## config.mk

```make
export PLATFORM = sky130hd
export DESIGN_NAME = tti_ctrl
export DESIGN_NICKNAME = d
export VERILOG_FILES = /design/src/tti_pkg.sv /design/src/tti_ctrl.sv
export SDC_FILE = /design/constraint.sdc
export NUM_CORES = 1
export LEC_CHECK = 0
export BUFFER_PORTS_ARGS = -buffer_cell sky130_fd_sc_hd__clkbuf_2
export CAP_MARGIN = 40
export CORE_AREA = 2 2 39 41
export CTS_BUF_LIST = sky130_fd_sc_hd__clkbuf_2 sky130_fd_sc_hd__clkbuf_4 sky130_fd_sc_hd__clkbuf_8
export CTS_CLUSTER_DIAMETER = 30
export DETAILED_ROUTE_END_ITERATION = 16
export DIE_AREA = 0 0 41 43
export PLACE_DENSITY = 0.57
export SLEW_MARGIN = 20
export SYNTH_ARGS = -nofsm -noshare
export SYNTH_HDL_FRONTEND = slang
export SYNTH_SLANG_ARGS = --single-unit
```

## constraint.sdc

```tcl
create_clock -name i_clk -period 1.03 [get_ports i_clk]
set_input_delay 0.0515 -clock i_clk [delete_from_list [all_inputs] [get_ports i_clk]]
set_output_delay 0.0515 -clock i_clk [all_outputs]
set_load 0.1 [all_outputs]
```

## src/tti_pkg.sv

```systemverilog
// Shared types, constants and codes of the trapezoid target integrator.
`default_nettype none

package tti_pkg;

    // Data and port widths
    localparam int DATA_BITS_DEF = 32;
    localparam int IO_BITS       = 32;
    localparam int COEF_BITS     = 16;
    localparam int COEF_FRAC     = 14;
    localparam int MUL_BITS      = 32;
    localparam int PROD_BITS     = 2 * MUL_BITS;
    localparam int ANG_PROD_BITS = IO_BITS + COEF_BITS - 1;
    localparam int ANG_Q_BITS    = ANG_PROD_BITS - COEF_FRAC;
    localparam int ADDR_BITS     = 5;
    localparam int REG_IDX_BITS  = 3;

    localparam logic [PROD_BITS-1:0] ANG_HALF = PROD_BITS'(1) << (COEF_FRAC - 1);

    // Register reset values
    localparam logic [COEF_BITS-1:0] COS_RESET       = 16'h4000;
    localparam logic [COEF_BITS-1:0] SIN_RESET       = 16'h0000;
    localparam logic [IO_BITS-1:0]   HALF_STEP_RESET = 32'd4294967;

    // Register map, byte address is four times the index
    typedef enum logic [REG_IDX_BITS-1:0] {
        REG_COS_ANGLE = 3'd0,
        REG_SIN_ANGLE = 3'd1,
        REG_HALF_STEP = 3'd2,
        REG_START_X   = 3'd3,
        REG_START_Y   = 3'd4,
        REG_START_Z   = 3'd5
    } t_reg_idx;

    // Datapath operations, one per controller step
    typedef enum logic [3:0] {
        OP_IDLE,
        OP_ANG_MUL,
        OP_ANG_FIN,
        OP_FIRST,
        OP_VEL_PREP,
        OP_POS_PREP,
        OP_MUL_LO,
        OP_MUL_HI,
        OP_VEL_FIN,
        OP_POS_FIN
    } t_dp_op;

    typedef struct packed {
        t_dp_op op;
        logic   load_in;
        logic   load_out;
    } t_dp_cmd;

    // Controller states
    typedef enum logic [3:0] {
        S_IDLE,
        S_ANG_MUL,
        S_ANG_FIN,
        S_FIRST,
        S_VEL_PREP,
        S_VEL_LO,
        S_VEL_HI,
        S_VEL_FIN,
        S_POS_PREP,
        S_POS_LO,
        S_POS_HI,
        S_POS_FIN,
        S_DONE
    } t_state;

    typedef struct packed {
        logic [COEF_BITS-1:0] cos_angle;
        logic [COEF_BITS-1:0] sin_angle;
        logic [IO_BITS-1:0]   half_step;
        logic [IO_BITS-1:0]   start_x;
        logic [IO_BITS-1:0]   start_y;
        logic [IO_BITS-1:0]   start_z;
    } t_cfg;

    typedef struct packed {
        logic [IO_BITS-1:0] pos_x;
        logic [IO_BITS-1:0] pos_y;
        logic [IO_BITS-1:0] pos_z;
        logic [IO_BITS-1:0] vel_x;
        logic [IO_BITS-1:0] vel_y;
        logic [IO_BITS-1:0] acc_x;
        logic [IO_BITS-1:0] acc_y;
    } t_result;

endpackage

`default_nettype wire

```

## src/tti_ctrl.sv

```systemverilog
// Controller: steps both lanes through one item and owns the handshakes.
`default_nettype none

module tti_ctrl
    import tti_pkg::*;
(
    input  wire logic i_clk,
    input  wire logic i_rst_n,
    input  wire logic i_in_valid,
    output logic      o_in_ready,
    input  wire logic i_out_ready,
    output logic      o_out_valid,
    output t_dp_cmd   o_cmd
);

    t_state r_state, n_state;
    logic   r_first, n_first;
    logic   r_out_valid, n_out_valid;

    always_ff @(posedge i_clk) begin
        if (!i_rst_n) begin
            r_state     <= S_IDLE;
            r_first     <= 1'b1;
            r_out_valid <= 1'b0;
        end else begin
            r_state     <= n_state;
            r_first     <= n_first;
            r_out_valid <= n_out_valid;
        end
    end

    // Sequence one item and issue datapath commands
    always_comb begin
        n_state        = r_state;
        n_first        = r_first;
        n_out_valid    = r_out_valid & ~i_out_ready;
        o_in_ready     = 1'b0;
        o_cmd.op       = OP_IDLE;
        o_cmd.load_in  = 1'b0;
        o_cmd.load_out = 1'b0;
        unique case (r_state)
            S_IDLE: begin
                o_in_ready = 1'b1;
                if (i_in_valid) begin
                    o_cmd.load_in = 1'b1;
                    n_state       = S_ANG_MUL;
                end
            end
            S_ANG_MUL: begin
                o_cmd.op = OP_ANG_MUL;
                n_state  = S_ANG_FIN;
            end
            S_ANG_FIN: begin
                o_cmd.op = OP_ANG_FIN;
                n_state  = r_first ? S_FIRST : S_VEL_PREP;
            end
            S_FIRST: begin
                o_cmd.op = OP_FIRST;
                n_first  = 1'b0;
                n_state  = S_DONE;
            end
            S_VEL_PREP: begin
                o_cmd.op = OP_VEL_PREP;
                n_state  = S_VEL_LO;
            end
            S_VEL_LO: begin
                o_cmd.op = OP_MUL_LO;
                n_state  = S_VEL_HI;
            end
            S_VEL_HI: begin
                o_cmd.op = OP_MUL_HI;
                n_state  = S_VEL_FIN;
            end
            S_VEL_FIN: begin
                o_cmd.op = OP_VEL_FIN;
                n_state  = S_POS_PREP;
            end
            S_POS_PREP: begin
                o_cmd.op = OP_POS_PREP;
                n_state  = S_POS_LO;
            end
            S_POS_LO: begin
                o_cmd.op = OP_MUL_LO;
                n_state  = S_POS_HI;
            end
            S_POS_HI: begin
                o_cmd.op = OP_MUL_HI;
                n_state  = S_POS_FIN;
            end
            S_POS_FIN: begin
                o_cmd.op = OP_POS_FIN;
                n_state  = S_DONE;
            end
            S_DONE: begin
                // Hold until the output register is free
                if (!r_out_valid || i_out_ready) begin
                    o_cmd.load_out = 1'b1;
                    n_out_valid    = 1'b1;
                    n_state        = S_IDLE;
                end
            end
            default: begin
                n_state = S_IDLE;
            end
        endcase
    end

    assign o_out_valid = r_out_valid;

endmodule

`default_nettype wire

```

==> reports/qor.yml <==
layout:
  areaGrowthSynthToFinish_pct: 125
  nNetsFinal: 80
  antennaDiodeCount: 0
  drive_gt1_share_pct: 70.7
clock_tree:
  ctsHoldBuffers: 0
  cts.path.max_buffers: 2
  numCtsBuffers: 3
  clock-root-buffer: "clkbuf_4"
  clock-sinks: 6
  clock_latency_ns: 0.25
  clk_pin_slew_ns: 0.04
  cts-htree-levels: 1
  cts_tree: "built"
sta:
  slew_headroom_pct: 81.5
  max_freq_mhz: 736
  whs_ns: 0.0555
  skew_ns: 0.00808
  tightestPinTransition_ns: 0.276
  rsz0062_at_grt: "yes"
  fin_crit_sh_pct: 132
  slew_violations: 0
  setup_viol: 11
  fin_ws_ns: -0.329
  hold_violations: 0
  min_period_ns: 1.36
global_route:
  grt_use_total_pct: 16.2
  grt_pass1_wl_um: 1880
  grt_start_max_net_pins: 8
  grt_pass1_vias: 435
  grt_overflow: 0
  antenna_found_initial: 0
floorplan:
  die_h_um: 43
  core-area_um2: 1380
  initial_core_util_pct: 29.4
  die_w_um: 41
  io_pins: 12
  dieArea_um2: 1760
  row_count: 14
synth:
  synth_seq_cells: 6
  synthCells: 48
  synth_edf_count: 0
  synth_nets: 52
  synth_area_um2: 407
  synth-main-ff-cell: "dfxtp_1"
  ys_seq_area_share_pct: 29.5
  yosys_warnings: 0
  syn_avg_cell_area_um2: 8.47
  async_flop_share_pct: 0
  synth_cell_types: 28
worst_setup_path:
  reg2reg_to: "r_state[3]"
  start_kind: "flip-flop"
  cp_max_fo: 7
  path_class: "flip-flop to primary output"
  crit_path_cell_trace: "buf_6 -> nor4_4 -> and2_4 -> buf_12"
  end_kind: "primary output"
  crit_path_start: "r_state[1]"
  timing.rr.start: "r_state[1]"
  cp.arrival_ns: 1.31
  slowest_delay_ns: 0.36
  cpMaxStageDelayCell: "dfxtp_4"
  rr_worst_depth: 4
  rrSetupSlack_ns: -0.12
  cp.required_ns: 0.98
  crit_end: "o_cmd[1]"
route:
  via_per_inst: 5.04
  routed-via-count: 459
  drc: 0
  wl_um: 1190
  wl_per_cell_um: 13.1
  drt-initial-drc-count: 10
  firstDrtPassIters: 3
  antenna_left: 0
placement:
  place.detailed.hpwl_um: 862
  port-buffer-count: 11
  gp_congestion: 0.815
power:
  ir_drop_mv: 0.849
  finalPower_uw: 1260
  cellPowerDensity_nw_per_um2: 1380
  p_leak_uw: 0.000344
outcome:
  outcome: "finished, violations left"
  failed_checks: "negative setup slack"
worst_hold_path:
  min_from: "i_rst_n"
  hold_path.class: "primary input to flip-flop"
job:
  cap_violations: 0
==> cells in the mapped netlist, types with 2 or more instances <==
master	n	area share, %
a21oi_1	4	4.9
buf_4	3	5.5
dfxtp_1	6	30
inv_1	3	2.8
nand2_1	4	3.7
nor2_1	3	2.8
nor4_1	2	3.1
o21a_1	2	3.7
o21ai_0	2	2.5
==> cell families after synthesis <==
logic type / count (synthesis) / share of synthesized area [%]
xor gates and xnor gates: 1 / 2.15
and+or+nand+nor: 18 / 28.0
DFF: 6 / 29.5
buffers and inverters: 7 / 11.1
AOI/OAI and AO/OA: 15 / 26.8
muxes: 1 / 2.46
==> cells in the final DEF (no fill, tap or decap), types with 2 or more instances in the layout <==
master / n
nor2_1: 2
inv_1: 3
buf_6: 4
a21oi_1: 2
o21a_1: 2
buf_12: 9
a21oi_4: 2
buf_4: 11
nor4_4: 2
o31ai_4: 2
clkbuf_4: 4
clkbuf_2: 3
dfxtp_4: 5
nand2_1: 4
==> how the worst min path moves through the flow <==
stage                          to  cells past startpoint
after global placement    r_first                      2
after floorplan           r_first                      1
final                     r_first                      2
after global routing      r_first                      2
after detailed placement  r_first                      2
after CTS                 r_first                      2
==> power by group <==
part	switching (uW)	total (uW)	leakage [uW]	internal, uW
clock	88.8	262	0.0000184	173
sequential	35.4	282	0.0000526	247
combinational	417	716	0.000273	300
==> critical path, delay by kind of cell, from the launching register on <==
kind	cells	cell delay, ns
AND/OR/NAND/NOR	2	0.42
buffers and inverters	2	0.28
flip-flops	1	0.36
==> flip-flops by register name, summed over array words and instances (netlist names) <==
name,cells
o_out_valid,1
r_first,1
r_state,4
==> final cells by class <==
| cell class | instances | area, um^2 |
|---|---|---|
| multi-input cells | 35 | 392 |
| fillers | 114 | 469 |
| inverters | 3 | 11.3 |
| flip-flops and latches | 6 | 139 |
| clock buffers | 4 | 30.0 |
| repair buffers | 27 | 323 |
| well taps | 16 | 20.0 |
==> what timing repair did <==
item / 4_1_cts / 5_1_grt
gates cloned: 0 / 0
resized for setup: 12 / 6
setup endpoints to repair: 13 / 13
buffers inserted: 2 / 2
pin swaps: 6 / 8
==> through the flow <==
stage               setup slack [ns]  area [um^2]  cells  TNS (ns)  util, %
global route                  -0.380          915     91     -2.84     66.1
CTS                           -0.351          870     90     -2.27     62.8
global placement              -0.116          786     84    -0.908     56.8
finish                        -0.329          915     91     -2.20     66.1
floorplan                     -0.968          518     48     -3.54        -
detailed placement            -0.129          786     84     -1.07     56.8
==> routing by layer <==
layer	GRT usage [%]	wire length, um
met4	6.67	8
met3	7.85	51
met5	0	0
met1	18.6	468
met2	24.7	660
Power figures use the tool's default switching activity.
