[config.mk]
export PLATFORM = sky130hd
export DESIGN_NAME = tti_regs
export DESIGN_NICKNAME = d
export VERILOG_FILES = /design/src/tti_pkg.sv /design/src/tti_regs.sv
export SDC_FILE = /design/constraint.sdc
export NUM_CORES = 1
export LEC_CHECK = 0
export ABC_AREA = 0
export BUFFER_PORTS_ARGS = -buffer_cell sky130_fd_sc_hd__buf_2
export CORE_UTILIZATION = 40
export CTS_BUF_LIST = sky130_fd_sc_hd__clkbuf_8
export CTS_CLUSTER_SIZE = 28
export DETAILED_ROUTE_END_ITERATION = 10
export PLACE_DENSITY_LB_ADDON = 0.1
export REMOVE_ABC_BUFFERS = 1
export SLEW_MARGIN = 25
export SYNTH_ARGS = -nofsm -noshare
export SYNTH_HDL_FRONTEND = slang
export SYNTH_SLANG_ARGS = --single-unit
[constraint.sdc]
create_clock -name i_clk -period 4.1 [get_ports i_clk]
set_input_delay 0.615 -clock i_clk [delete_from_list [all_inputs] [get_ports i_clk]]
set_output_delay 0.615 -clock i_clk [all_outputs]
set_load 0.01 [all_outputs]
[src/tti_pkg.sv]
// Shared types, constants and codes of the trapezoid target integrator.
`default_nettype none

package tti_pkg;

    // Data and port widths
    localparam int DATA_BITS_DEF = 32;
    localparam int IO_BITS       = 32;
    localparam int COEF_BITS     = 16;
    localparam int COEF_FRAC     = 14;
    localparam int MUL_BITS      = 32;
    localparam int PROD_BITS     = 2 * MUL_BITS;
    localparam int ANG_PROD_BITS = IO_BITS + COEF_BITS - 1;
    localparam int ANG_Q_BITS    = ANG_PROD_BITS - COEF_FRAC;
    localparam int ADDR_BITS     = 5;
    localparam int REG_IDX_BITS  = 3;

    localparam logic [PROD_BITS-1:0] ANG_HALF = PROD_BITS'(1) << (COEF_FRAC - 1);

    // Register reset values
    localparam logic [COEF_BITS-1:0] COS_RESET       = 16'h4000;
    localparam logic [COEF_BITS-1:0] SIN_RESET       = 16'h0000;
    localparam logic [IO_BITS-1:0]   HALF_STEP_RESET = 32'd4294967;

    // Register map, byte address is four times the index
    typedef enum logic [REG_IDX_BITS-1:0] {
        REG_COS_ANGLE = 3'd0,
        REG_SIN_ANGLE = 3'd1,
        REG_HALF_STEP = 3'd2,
        REG_START_X   = 3'd3,
        REG_START_Y   = 3'd4,
        REG_START_Z   = 3'd5
    } t_reg_idx;

    // Datapath operations, one per controller step
    typedef enum logic [3:0] {
        OP_IDLE,
        OP_ANG_MUL,
        OP_ANG_FIN,
        OP_FIRST,
        OP_VEL_PREP,
        OP_POS_PREP,
        OP_MUL_LO,
        OP_MUL_HI,
        OP_VEL_FIN,
        OP_POS_FIN
    } t_dp_op;

    typedef struct packed {
        t_dp_op op;
        logic   load_in;
        logic   load_out;
    } t_dp_cmd;

    // Controller states
    typedef enum logic [3:0] {
        S_IDLE,
        S_ANG_MUL,
        S_ANG_FIN,
        S_FIRST,
        S_VEL_PREP,
        S_VEL_LO,
        S_VEL_HI,
        S_VEL_FIN,
        S_POS_PREP,
        S_POS_LO,
        S_POS_HI,
        S_POS_FIN,
        S_DONE
    } t_state;

    typedef struct packed {
        logic [COEF_BITS-1:0] cos_angle;
        logic [COEF_BITS-1:0] sin_angle;
        logic [IO_BITS-1:0]   half_step;
        logic [IO_BITS-1:0]   start_x;
        logic [IO_BITS-1:0]   start_y;
        logic [IO_BITS-1:0]   start_z;
    } t_cfg;

    typedef struct packed {
        logic [IO_BITS-1:0] pos_x;
        logic [IO_BITS-1:0] pos_y;
        logic [IO_BITS-1:0] pos_z;
        logic [IO_BITS-1:0] vel_x;
        logic [IO_BITS-1:0] vel_y;
        logic [IO_BITS-1:0] acc_x;
        logic [IO_BITS-1:0] acc_y;
    } t_result;

endpackage

`default_nettype wire

[src/tti_regs.sv]
// APB configuration registers: plane angle, time step and start position.
`default_nettype none

module tti_regs
    import tti_pkg::*;
(
    input  wire logic                 i_clk,
    input  wire logic                 i_rst_n,
    input  wire logic                 psel,
    input  wire logic                 penable,
    input  wire logic                 pwrite,
    input  wire logic [ADDR_BITS-1:0] paddr,
    input  wire logic [IO_BITS-1:0]   pwdata,
    output logic      [IO_BITS-1:0]   prdata,
    output logic                      pready,
    output t_cfg                      o_cfg
);

    t_cfg                    r_cfg;
    logic                    wr_en;
    logic [REG_IDX_BITS-1:0] reg_idx;

    assign pready  = 1'b1;
    assign wr_en   = psel & penable & pwrite;
    assign reg_idx = paddr[ADDR_BITS-1:2];
    assign o_cfg   = r_cfg;

    // Write the addressed register, drop writes beyond the map
    always_ff @(posedge i_clk) begin
        if (!i_rst_n) begin
            r_cfg.cos_angle <= COS_RESET;
            r_cfg.sin_angle <= SIN_RESET;
            r_cfg.half_step <= HALF_STEP_RESET;
            r_cfg.start_x   <= '0;
            r_cfg.start_y   <= '0;
            r_cfg.start_z   <= '0;
        end else if (wr_en) begin
            unique case (reg_idx)
                REG_COS_ANGLE: r_cfg.cos_angle <= pwdata[COEF_BITS-1:0];
                REG_SIN_ANGLE: r_cfg.sin_angle <= pwdata[COEF_BITS-1:0];
                REG_HALF_STEP: r_cfg.half_step <= pwdata;
                REG_START_X:   r_cfg.start_x   <= pwdata;
                REG_START_Y:   r_cfg.start_y   <= pwdata;
                REG_START_Z:   r_cfg.start_z   <= pwdata;
                default: ;
            endcase
        end
    end

    // Read back, angles sign-extended
    always_comb begin
        unique case (reg_idx)
            REG_COS_ANGLE: prdata = {{(IO_BITS-COEF_BITS){r_cfg.cos_angle[COEF_BITS-1]}},
                                     r_cfg.cos_angle};
            REG_SIN_ANGLE: prdata = {{(IO_BITS-COEF_BITS){r_cfg.sin_angle[COEF_BITS-1]}},
                                     r_cfg.sin_angle};
            REG_HALF_STEP: prdata = r_cfg.half_step;
            REG_START_X:   prdata = r_cfg.start_x;
            REG_START_Y:   prdata = r_cfg.start_y;
            REG_START_Z:   prdata = r_cfg.start_z;
            default:       prdata = '0;
        endcase
    end

endmodule

`default_nettype wire

==> flow_summary.yaml, run 1 <==
worst_hold_path:
  timing.hold.worst.start: "pwdata[14]"
  hold_path.class: "in2reg"
synth:
  mappedNetlistArea_um2: 7240
  synth.distinct_cells: 35
  synth-xor-area-share_pct: 0
  post_synth_and_or_nand_nor_area_fraction_pct: 13.0
  synth_warnings: 0
  postSynthAreaPerCell_um2: 9.65
  synth.mux.area_fraction_pct: 30.1
  synth-adder-area-share_pct: 0
  synth_sequential_area_ratio_pct: 44.2
  post_synth_inst_count: 750
  synth_top_family_by_area: "multiplexers"
  post_synthesis_compound_gate_area_fraction_pct: 7.55
  ys_seq_elements: 160
placement:
  place_congestion: 0.717
  buffer_ports.inserted: 231
  post_dp_cell_area_um2: 8570
  place.detailed.hpwl_um: 13700
cells_and_area:
  design_area_um2: 9010
  largest_reg_flops: 160
  antenna_cells: 0
  finish.net_count: 999
  fin_util_pct: 51.6
  drive_above_1_share_pct: 33.6
  area_delta_synth_final_pct: 24.5
timing:
  maxClockFrequency_mhz: 324
  report.final.hold_viol_count: 0
  rsz_0062_raised_after_global_routing: "false"
  finalSetupViolations: 0
  final.setup.tns_ns: 0
  max_slew_margin_pct: 39.6
  clock_skew_ns: 0
  min_period_ns: 3.09
  timing.final.crit_share_pct: 75.3
  final-max-slew-violation-count: 0
  actual_slew_at_the_worst_max_slew_pin_ns: 0.905
worst_setup_path:
  cp-startpoint: "paddr[3]"
  regToRegStartpoint: "o_cfg[118]$_SDFFE_PN1P_"
  reg2reg_slack_ns: 3.37
  path_cells: "buf_2 > buf_4 > nor3b_1 > a22o_1 > a311o_1 > buf_2"
  critical_path.max_fanout: 20
  most_common_cell_type_on_the_critical_path: "buf_2"
  critPathCaptureType: "output port"
  path_class: "in2out"
  critical_path_required_ns: 3.48
  crit_path_max_incr_delay_ns: 0.78
  cpMaxStageDelayCell: "nor3b_1"
  worstPathArrival_ns: 2.47
  worstSetupStartpointType: "primary input"
global_routing:
  grt_remaining_overflow: 0
  grt_first_pass_wirelength_um: 31700
  first_global_vias: 5583
  grt_usage_pct: 22.5
  grt_antenna_before_repair: 1
  grt_max_degree: 82
detailed_routing:
  routed_wire_length_per_instance_um: 17.6
  first_iter_violations: 290
  vias_per_cell: 5.14
  number_of_drc_violations_after_detailed_routing: 0
  dr_total_vias: 6123
  detail_route.first_pass.iterations: 5
  wl_um: 21000
  drtAntennaViolNets: 0
clock_network:
  clock_slew_at_the_register_clock_pins_of_the_worst_setup_and_hold_paths_ns: 0.08
  post_cts_resized: 0
  post_cts_setup_driven_buffer_insertion_count: 0
  max-clock-path-buffers: 2
  h-tree-depth: 4
  postCtsHoldBufs: 0
  cts_tree: "yes"
  cts.sinks: 160
  root_cell_of_the_clock_tree: "clkbuf_8"
  clkLatencyLatePin_ns: 0.44
  cts_inserted_buffers: 17
outcome:
  run_status: "complete, no violations"
die:
  initial_core_util_pct: 41.4
  boundaryPins: 235
  die-width_um: 137
  core.rowCount: 48
  dieHeight_um: 137
  fp.dieArea_um2: 18600
  fp.coreArea_um2: 17500
power_and_ir_drop:
  power_density_nw_per_um2: 346
  finalPower_mw: 3.12
  p_leak_nw: 4.07
  vdd_drop_max_v: 0.000176
flow_run:
  maxCapViolCount: 0
[metrics by stage]
step	setup slack (ns)	hold slack, ns	cells
floorplan	0.690	0.488	688
global placement	0.915	0.455	1163
detailed placement	0.965	0.460	1163
CTS	0.951	0.438	1192
global route	0.837	0.471	1192
finish	1.01	0.462	1192
[synthesized netlist by cell type]
library cell	instances	area share, %
buf_2	14	0.97
nand4b_4	1	0.33
o311ai_0	10	1.2
a22oi_1	15	1.6
buf_6	1	0.16
nor2b_1	3	0.26
a221o_1	1	0.14
and2_1	1	0.086
dfxtp_1	160	44
nand2_1	186	9.6
o21ai_0	13	0.90
conb_1	1	0.052
a32o_1	1	0.14
a32oi_1	6	0.73
nand4_1	1	0.086
nor2_2	2	0.17
mux2i_1	191	26
nor3b_1	1	0.10
or2_2	15	1.3
inv_1	12	0.62
or2_1	2	0.17
o22ai_1	23	2.0
o31ai_1	1	0.10
buf_4	16	1.7
nor3_1	1	0.069
o211ai_1	4	0.41
o221ai_1	1	0.12
nor3_4	1	0.22
nor2_1	6	0.31
a22o_1	1	0.12
clkbuf_1	31	1.6
or3_1	1	0.086
nand2b_1	2	0.17
a311o_1	1	0.14
mux2_2	24	3.7
[cells in the final DEF (no fill, tap or decap), drive strengths merged, types with 2 or more instances in the layout]
cell type,Yosys,routed
or2,17,17
nor2b,3,3
o21ai,13,13
nor3,2,2
mux2i,191,191
a22oi,15,15
nand2,186,186
inv,12,13
o211ai,4,4
buf,31,250
dfxtp,160,160
bufinv,0,4
nor2,8,8
clkbuf,31,23
o311ai,10,10
o22ai,23,23
a32oi,6,6
nand2b,2,2
mux2,24,24
[where the power goes]
| group | internal [mW] | leakage, nW | switching, mW |
|---|---|---|---|
| clock network | 0.750 | 0.231 | 0.568 |
| logic | 0.0783 | 2.54 | 0.150 |
| registers | 1.56 | 1.29 | 0.00932 |
| total | 2.39 | 4.07 | 0.728 |
[per-layer routing]
layer  wire (um)  vias up  track usage, %  part of all wire [%]
met4         152        2            5.80                  0.73
met2        9600      194            36.0                    46
li1            -     3015               -                     -
met1        9850     2898            29.8                    47
met3        1350       14            6.04                   6.4
met5          10        -               0                 0.048
[worst max-delay path: cells and delay by family]
family | cells | cell delay, ns
simple gates | 1 | 0.78
compound gates | 2 | 0.37
buf+inv | 3 | 0.69
[layout make-up]
type,instances,area (um2)
fill,1676,8460
tap,225,282
sequential,160,3200
multi-input combinational,516,3710
clock inverter,6,129
timing repair buffer,250,1330
inverter,12,45.0
clock buffer,23,317
[final timing paths]
| path | end | cells past startpoint |
|---|---|---|
| setup reg to reg | o_cfg[118]$_SDFFE_PN1P_ | 2 |
| setup / recovery | prdata[12] | 6 |
| hold reg to reg | o_cfg[6]$_SDFFE_PN0P_ | 2 |
| hold / removal | o_cfg[158]$_SDFFE_PN1P_ | 3 |
[cells by family after synthesis]
logic type | Yosys count
buffers and inverters | 74
AOI/OAI and AO/OA | 77
DFF | 160
muxes | 215
and+or+nand+nor | 223
other | 1
Power figures use the tool's default switching activity.
==> run 2, diff against run 1 <==
- clock period: 4.1 -> 2.7 ns (I/O delays scaled with it)
==> run 2 against run 1 <==
Global-route usage down 0.17 points; cell count grew 1.3%; sequential power rose by 52%; setup slack worse by 0.59 ns; combinational power rose by 63%; critical endpoint is now prdata[29]; largest power group unchanged; highest routed layer unchanged.
==> flow_summary.yaml, run 2 (synthesized netlist as in run 1, its figures left out) <==
die:
  initial_core_util_pct: 41.4
  fp.coreArea_um2: 17500
  die-width_um: 137
  dieHeight_um: 137
  fp.dieArea_um2: 18600
  boundaryPins: 235
  core.rowCount: 48
outcome:
  run_status: "complete, no violations"
worst_setup_path:
  regToRegStartpoint: "o_cfg[96]$_SDFFE_PN1P_"
  worstSetupStartpointType: "primary input"
  worstPathArrival_ns: 1.87
  timing.critical_path.max_delay_family: "simple AND/OR/NAND/NOR gates"
  crit_path_max_incr_delay_ns: 0.42
  path_class: "in2out"
  worstPathBufferInverterCount: 3
  reg2reg_slack_ns: 1.98
  critical_path_required_ns: 2.30
  cpMaxStageDelayCell: "nand2b_1"
  most_common_cell_type_on_the_critical_path: "buf_2"
  cp-startpoint: "paddr[3]"
  critPathCaptureType: "output port"
  path_cells: "buf_2 > nand2b_1 > buf_4 > o22ai_1 > or2_2 > buf_2"
  critical_path.max_fanout: 10
worst_hold_path:
  timing.hold.worst.start: "pwdata[14]"
  hold_path.class: "in2reg"
power_and_ir_drop:
  power_density_nw_per_um2: 500
  p_leak_nw: 4.12
  vdd_drop_max_v: 0.000280
global_routing:
  grt_first_pass_wirelength_um: 31600
  grt_max_degree: 61
  first_global_vias: 5645
  grt_antenna_before_repair: 1
  grt_usage_pct: 22.3
  grt_remaining_overflow: 0
clock_network:
  max-clock-path-buffers: 2
  postCtsHoldBufs: 0
  h-tree-depth: 4
  cts.sinks: 160
  post_cts_setup_driven_buffer_insertion_count: 0
  post_cts_resized: 0
  clkLatencyLatePin_ns: 0.44
  root_cell_of_the_clock_tree: "clkbuf_8"
  cts_tree: "yes"
  cts_inserted_buffers: 17
  clock_slew_at_the_register_clock_pins_of_the_worst_setup_and_hold_paths_ns: 0.08
timing:
  final.setup.tns_ns: 0
  rsz_0062_raised_after_global_routing: "false"
  finalWorstSetupSlack_ns: 0.427
  maxClockFrequency_mhz: 440
  min_period_ns: 2.27
  finalSetupViolations: 0
  clock_skew_ns: 0
  actual_slew_at_the_worst_max_slew_pin_ns: 0.771
  report.final.hold_viol_count: 0
  fin_worst_hold_slack_ns: 0.250
  timing.final.crit_share_pct: 84.2
  max_slew_margin_pct: 48.5
  final-max-slew-violation-count: 0
detailed_routing:
  wl_um: 21000
  dr_total_vias: 6152
  drtAntennaViolNets: 0
  first_iter_violations: 264
  routed_wire_length_per_instance_um: 17.4
  vias_per_cell: 5.10
  detail_route.first_pass.iterations: 4
  number_of_drc_violations_after_detailed_routing: 0
cells_and_area:
  area_delta_synth_final_pct: 27.1
  drive_above_1_share_pct: 34.6
  fin_util_pct: 52.7
  antenna_cells: 0
  final_cell_mix: "buf_2 (229), mux2i_1 (191), nand2_1 (186)"
  final_common_cell: "buf_2"
  layoutNonFillerInstCount: 1207
  finish.net_count: 1011
  largest_reg_flops: 160
placement:
  place_congestion: 0.771
  buffer_ports.inserted: 231
  place.detailed.hpwl_um: 14200
  placed_cells_incl_taps: 1174
  place_ws_ns: 0.401
flow_run:
  maxCapViolCount: 0
==> run 2: through the flow <==
| step | power (mW) | area [um2] |
|---|---|---|
| after floorplan | 2.59 | 6920 |
| after global placement | 2.82 | 8760 |
| after detailed placement | 2.82 | 8760 |
| after CTS | 4.65 | 9180 |
| after global routing | 4.78 | 9210 |
| final | 4.60 | 9210 |
==> run 2: cell type report <==
class	count	area [um2]
multi-input cells	516	3710
flip-flops and latches	160	3200
fillers	1652	8270
clock buffers	18	248
clock inverters	14	166
well taps	225	282
repair buffers	262	1560
inverters	12	45.0
==> run 2: path summary, 6_finish.rpt <==
check                            end  cells after the start
max                       prdata[29]                      6
min          o_cfg[158]$_SDFFE_PN1P_                      3
max reg2reg   o_cfg[96]$_SDFFE_PN1P_                      2
min reg2reg   o_cfg[37]$_SDFFE_PN0P_                      2
==> run 2: where the power goes <==
group	internal (mW)	switching, mW
combinational	0.141	0.232
clock	0.935	0.904
sequential	2.38	0.0146
==> run 2: worst register-to-register path, cell delays in order (launching register included) <==
cell and delay (ns):
dfxtp_1 0.34, o21ai_0 0.09, o311ai_0 0.16
==> run 2: routing by layer <==
layer | vias up | track usage [%] | part of all wire, %
met2 | 186 | 35.5 | 46
met3 | 8 | 5.48 | 6.2
li1 | 3034 | - | -
met4 | 2 | 5.31 | 0.48
met1 | 2922 | 30.3 | 48
met5 | - | 0 | 0.038
==> run 3, diff against run 2 <==
- clock period: 2.7 -> 2.23 ns (I/O delays scaled with it)
==> run 3 against run 2 <==
Count of clock-buffer cells in the layout up 2; sequential power up 21%; wire length down 2.1%; register-to-register slack worse by 0.46 ns; core utilization up 0.38 points; sequential share of layout area down 0.25 points; via count up 0.47%; combinational power up 23%.
==> flow_summary.yaml, run 3 (synthesized netlist as in run 1, its figures left out) <==
power_and_ir_drop:
  clk_pwr_share_pct: 39.5
  seq_power_share_pct: 52.3
  power_density_nw_per_um2: 597
  finalPower_mw: 5.54
  sw_share_pct: 25.2
  switchingPower_mw: 1.39
  p_leak_nw: 4.18
  share_comb_of_total_power_pct: 8.3
  power_report.internal_total_mw: 4.15
  vdd_drop_max_v: 0.000374
worst_setup_path:
  critPathCaptureType: "output port"
  worstReg2RegEnd: "o_cfg[111]$_SDFFE_PN1P_"
  path_class: "reg2out"
  critical_path_required_ns: 1.90
  reg2reg_slack_ns: 1.52
  regToRegStartpoint: "o_cfg[111]$_SDFFE_PN1P_"
  worstSetupStartpointType: "flop"
  worstPathArrival_ns: 1.66
  worst-r2r-cell-count: 2
  critical_path.max_fanout: 17
timing:
  final.setup.tns_ns: 0
  finalSetupViolations: 0
  maxClockFrequency_mhz: 501
  final-max-slew-violation-count: 0
  min_period_ns: 2.00
  report.final.hold_viol_count: 0
  finalWorstSetupSlack_ns: 0.235
  clock_skew_ns: 0
  timing.final.crit_share_pct: 89.5
  fin_worst_hold_slack_ns: 0.204
  rsz_0062_raised_after_global_routing: "false"
die:
  dieHeight_um: 137
  initial_core_util_pct: 41.4
  fp.coreArea_um2: 17500
  boundaryPins: 235
  die-width_um: 137
  core.rowCount: 48
  fp.dieArea_um2: 18600
global_routing:
  first_global_vias: 5709
  grt_max_degree: 59
  grt_remaining_overflow: 0
  grt_first_pass_wirelength_um: 31700
  grt_antenna_before_repair: 1
  grt_usage_pct: 22.4
detailed_routing:
  route.layer.met1.wl_um: 9740
  drtAntennaViolNets: 0
  first_iter_violations: 291
  vias_per_cell: 5.09
  detail_route.first_pass.iterations: 4
  wl_um: 20600
  routed_wire_length_per_instance_um: 17.0
  maxUsedRoutingLayer: "met5"
  dr_total_vias: 6181
  met3WireLength_um: 1070
  number_of_drc_violations_after_detailed_routing: 0
  met2RoutedLength_um: 9530
cells_and_area:
  finish.net_count: 1018
  layoutNonFillerInstCount: 1214
  final_common_cell: "buf_2"
  largest_reg_flops: 160
  design_area_um2: 9270
  final_cell_mix: "buf_2 (229), mux2i_1 (191), nand2_1 (186)"
  antenna_cells: 0
  fin_util_pct: 53.1
  area_delta_synth_final_pct: 28.1
  filler_cell_count: 1653
  drive_above_1_share_pct: 35.2
placement:
  place_congestion: 0.775
  buffer_ports.inserted: 231
  place_ws_ns: 0.191
  placed_cells_incl_taps: 1182
  place.detailed.hpwl_um: 14200
  post_dp_cell_area_um2: 8860
clock_network:
  cts_tree: "yes"
  max-clock-path-buffers: 2
  postCtsHoldBufs: 0
  clock_slew_at_the_register_clock_pins_of_the_worst_setup_and_hold_paths_ns: 0.08
  root_cell_of_the_clock_tree: "clkbuf_8"
  cts_inserted_buffers: 17
  cts.sinks: 160
  clkLatencyLatePin_ns: 0.44
  post_cts_resized: 0
  h-tree-depth: 4
  post_cts_setup_driven_buffer_insertion_count: 0
worst_hold_path:
  sink_of_the_worst_hold_path: "o_cfg[158]$_SDFFE_PN1P_"
  timing.hold.worst.start: "pwdata[14]"
  hold_path.class: "in2reg"
  min_delay_path_depth: 3
flow_run:
  maxCapViolCount: 0
outcome:
  run_status: "complete, no violations"
-- run 3: cell count changes in the layout (fill, tap and decap cells not counted), sizes merged --
cell,change
buf,+7
clkinv,+6
clkinvlp,-5
clkbuf,+2
inv,-2
bufinv,-1
-- run 3: layout make-up --
cell class	instances	area [um2]	area share (%)
multi-input combinational	516	3710	40.0
inverter	12	45.0	0.486
sequential	160	3200	34.5
tap	225	282	3.04
clock inverter	12	135	1.46
clock buffer	20	275	2.97
timing repair buffer	269	1630	17.5
-- run 3: layer usage --
layer  vias to the layer above  track usage (%)
met1                      2909             30.0
met5                         -                0
li1                       3064                -
met3                        21             4.70
met4                         2             6.79
met2                       185             35.9
-- run 3: how the worst max path moves through the flow --
stage	from	endpoint	depth (start not counted)
floorplan	paddr[3]	o_cfg[0]$_SDFFE_PN0P_	3
global placement	paddr[3]	prdata[1]	5
detailed placement	paddr[2]	o_cfg[131]$_SDFFE_PN0P_	6
CTS	o_cfg[159]$_SDFFE_PN0P_	prdata[27]	5
global route	o_cfg[143]$_SDFFE_PN0P_	prdata[24]	5
finish	o_cfg[159]$_SDFFE_PN0P_	prdata[29]	5
-- run 3: power by group through the flow --
stage	registers, mW	logic [mW]	clock network (mW)
after floorplan	2.97	0.162	0
after global placement	2.96	0.460	0
after detailed placement	2.96	0.460	0
after CTS	2.89	0.462	2.24
after global routing	2.90	0.499	2.37
final	2.89	0.457	2.19
-- run 3: worst max-delay path, cell delays in order, from the launching register on --
cell	delay (ns)
dfxtp_1	0.34
mux2i_1	0.17
nor3_2	0.05
buf_4	0.20
or2_2	0.31
buf_2	0.14
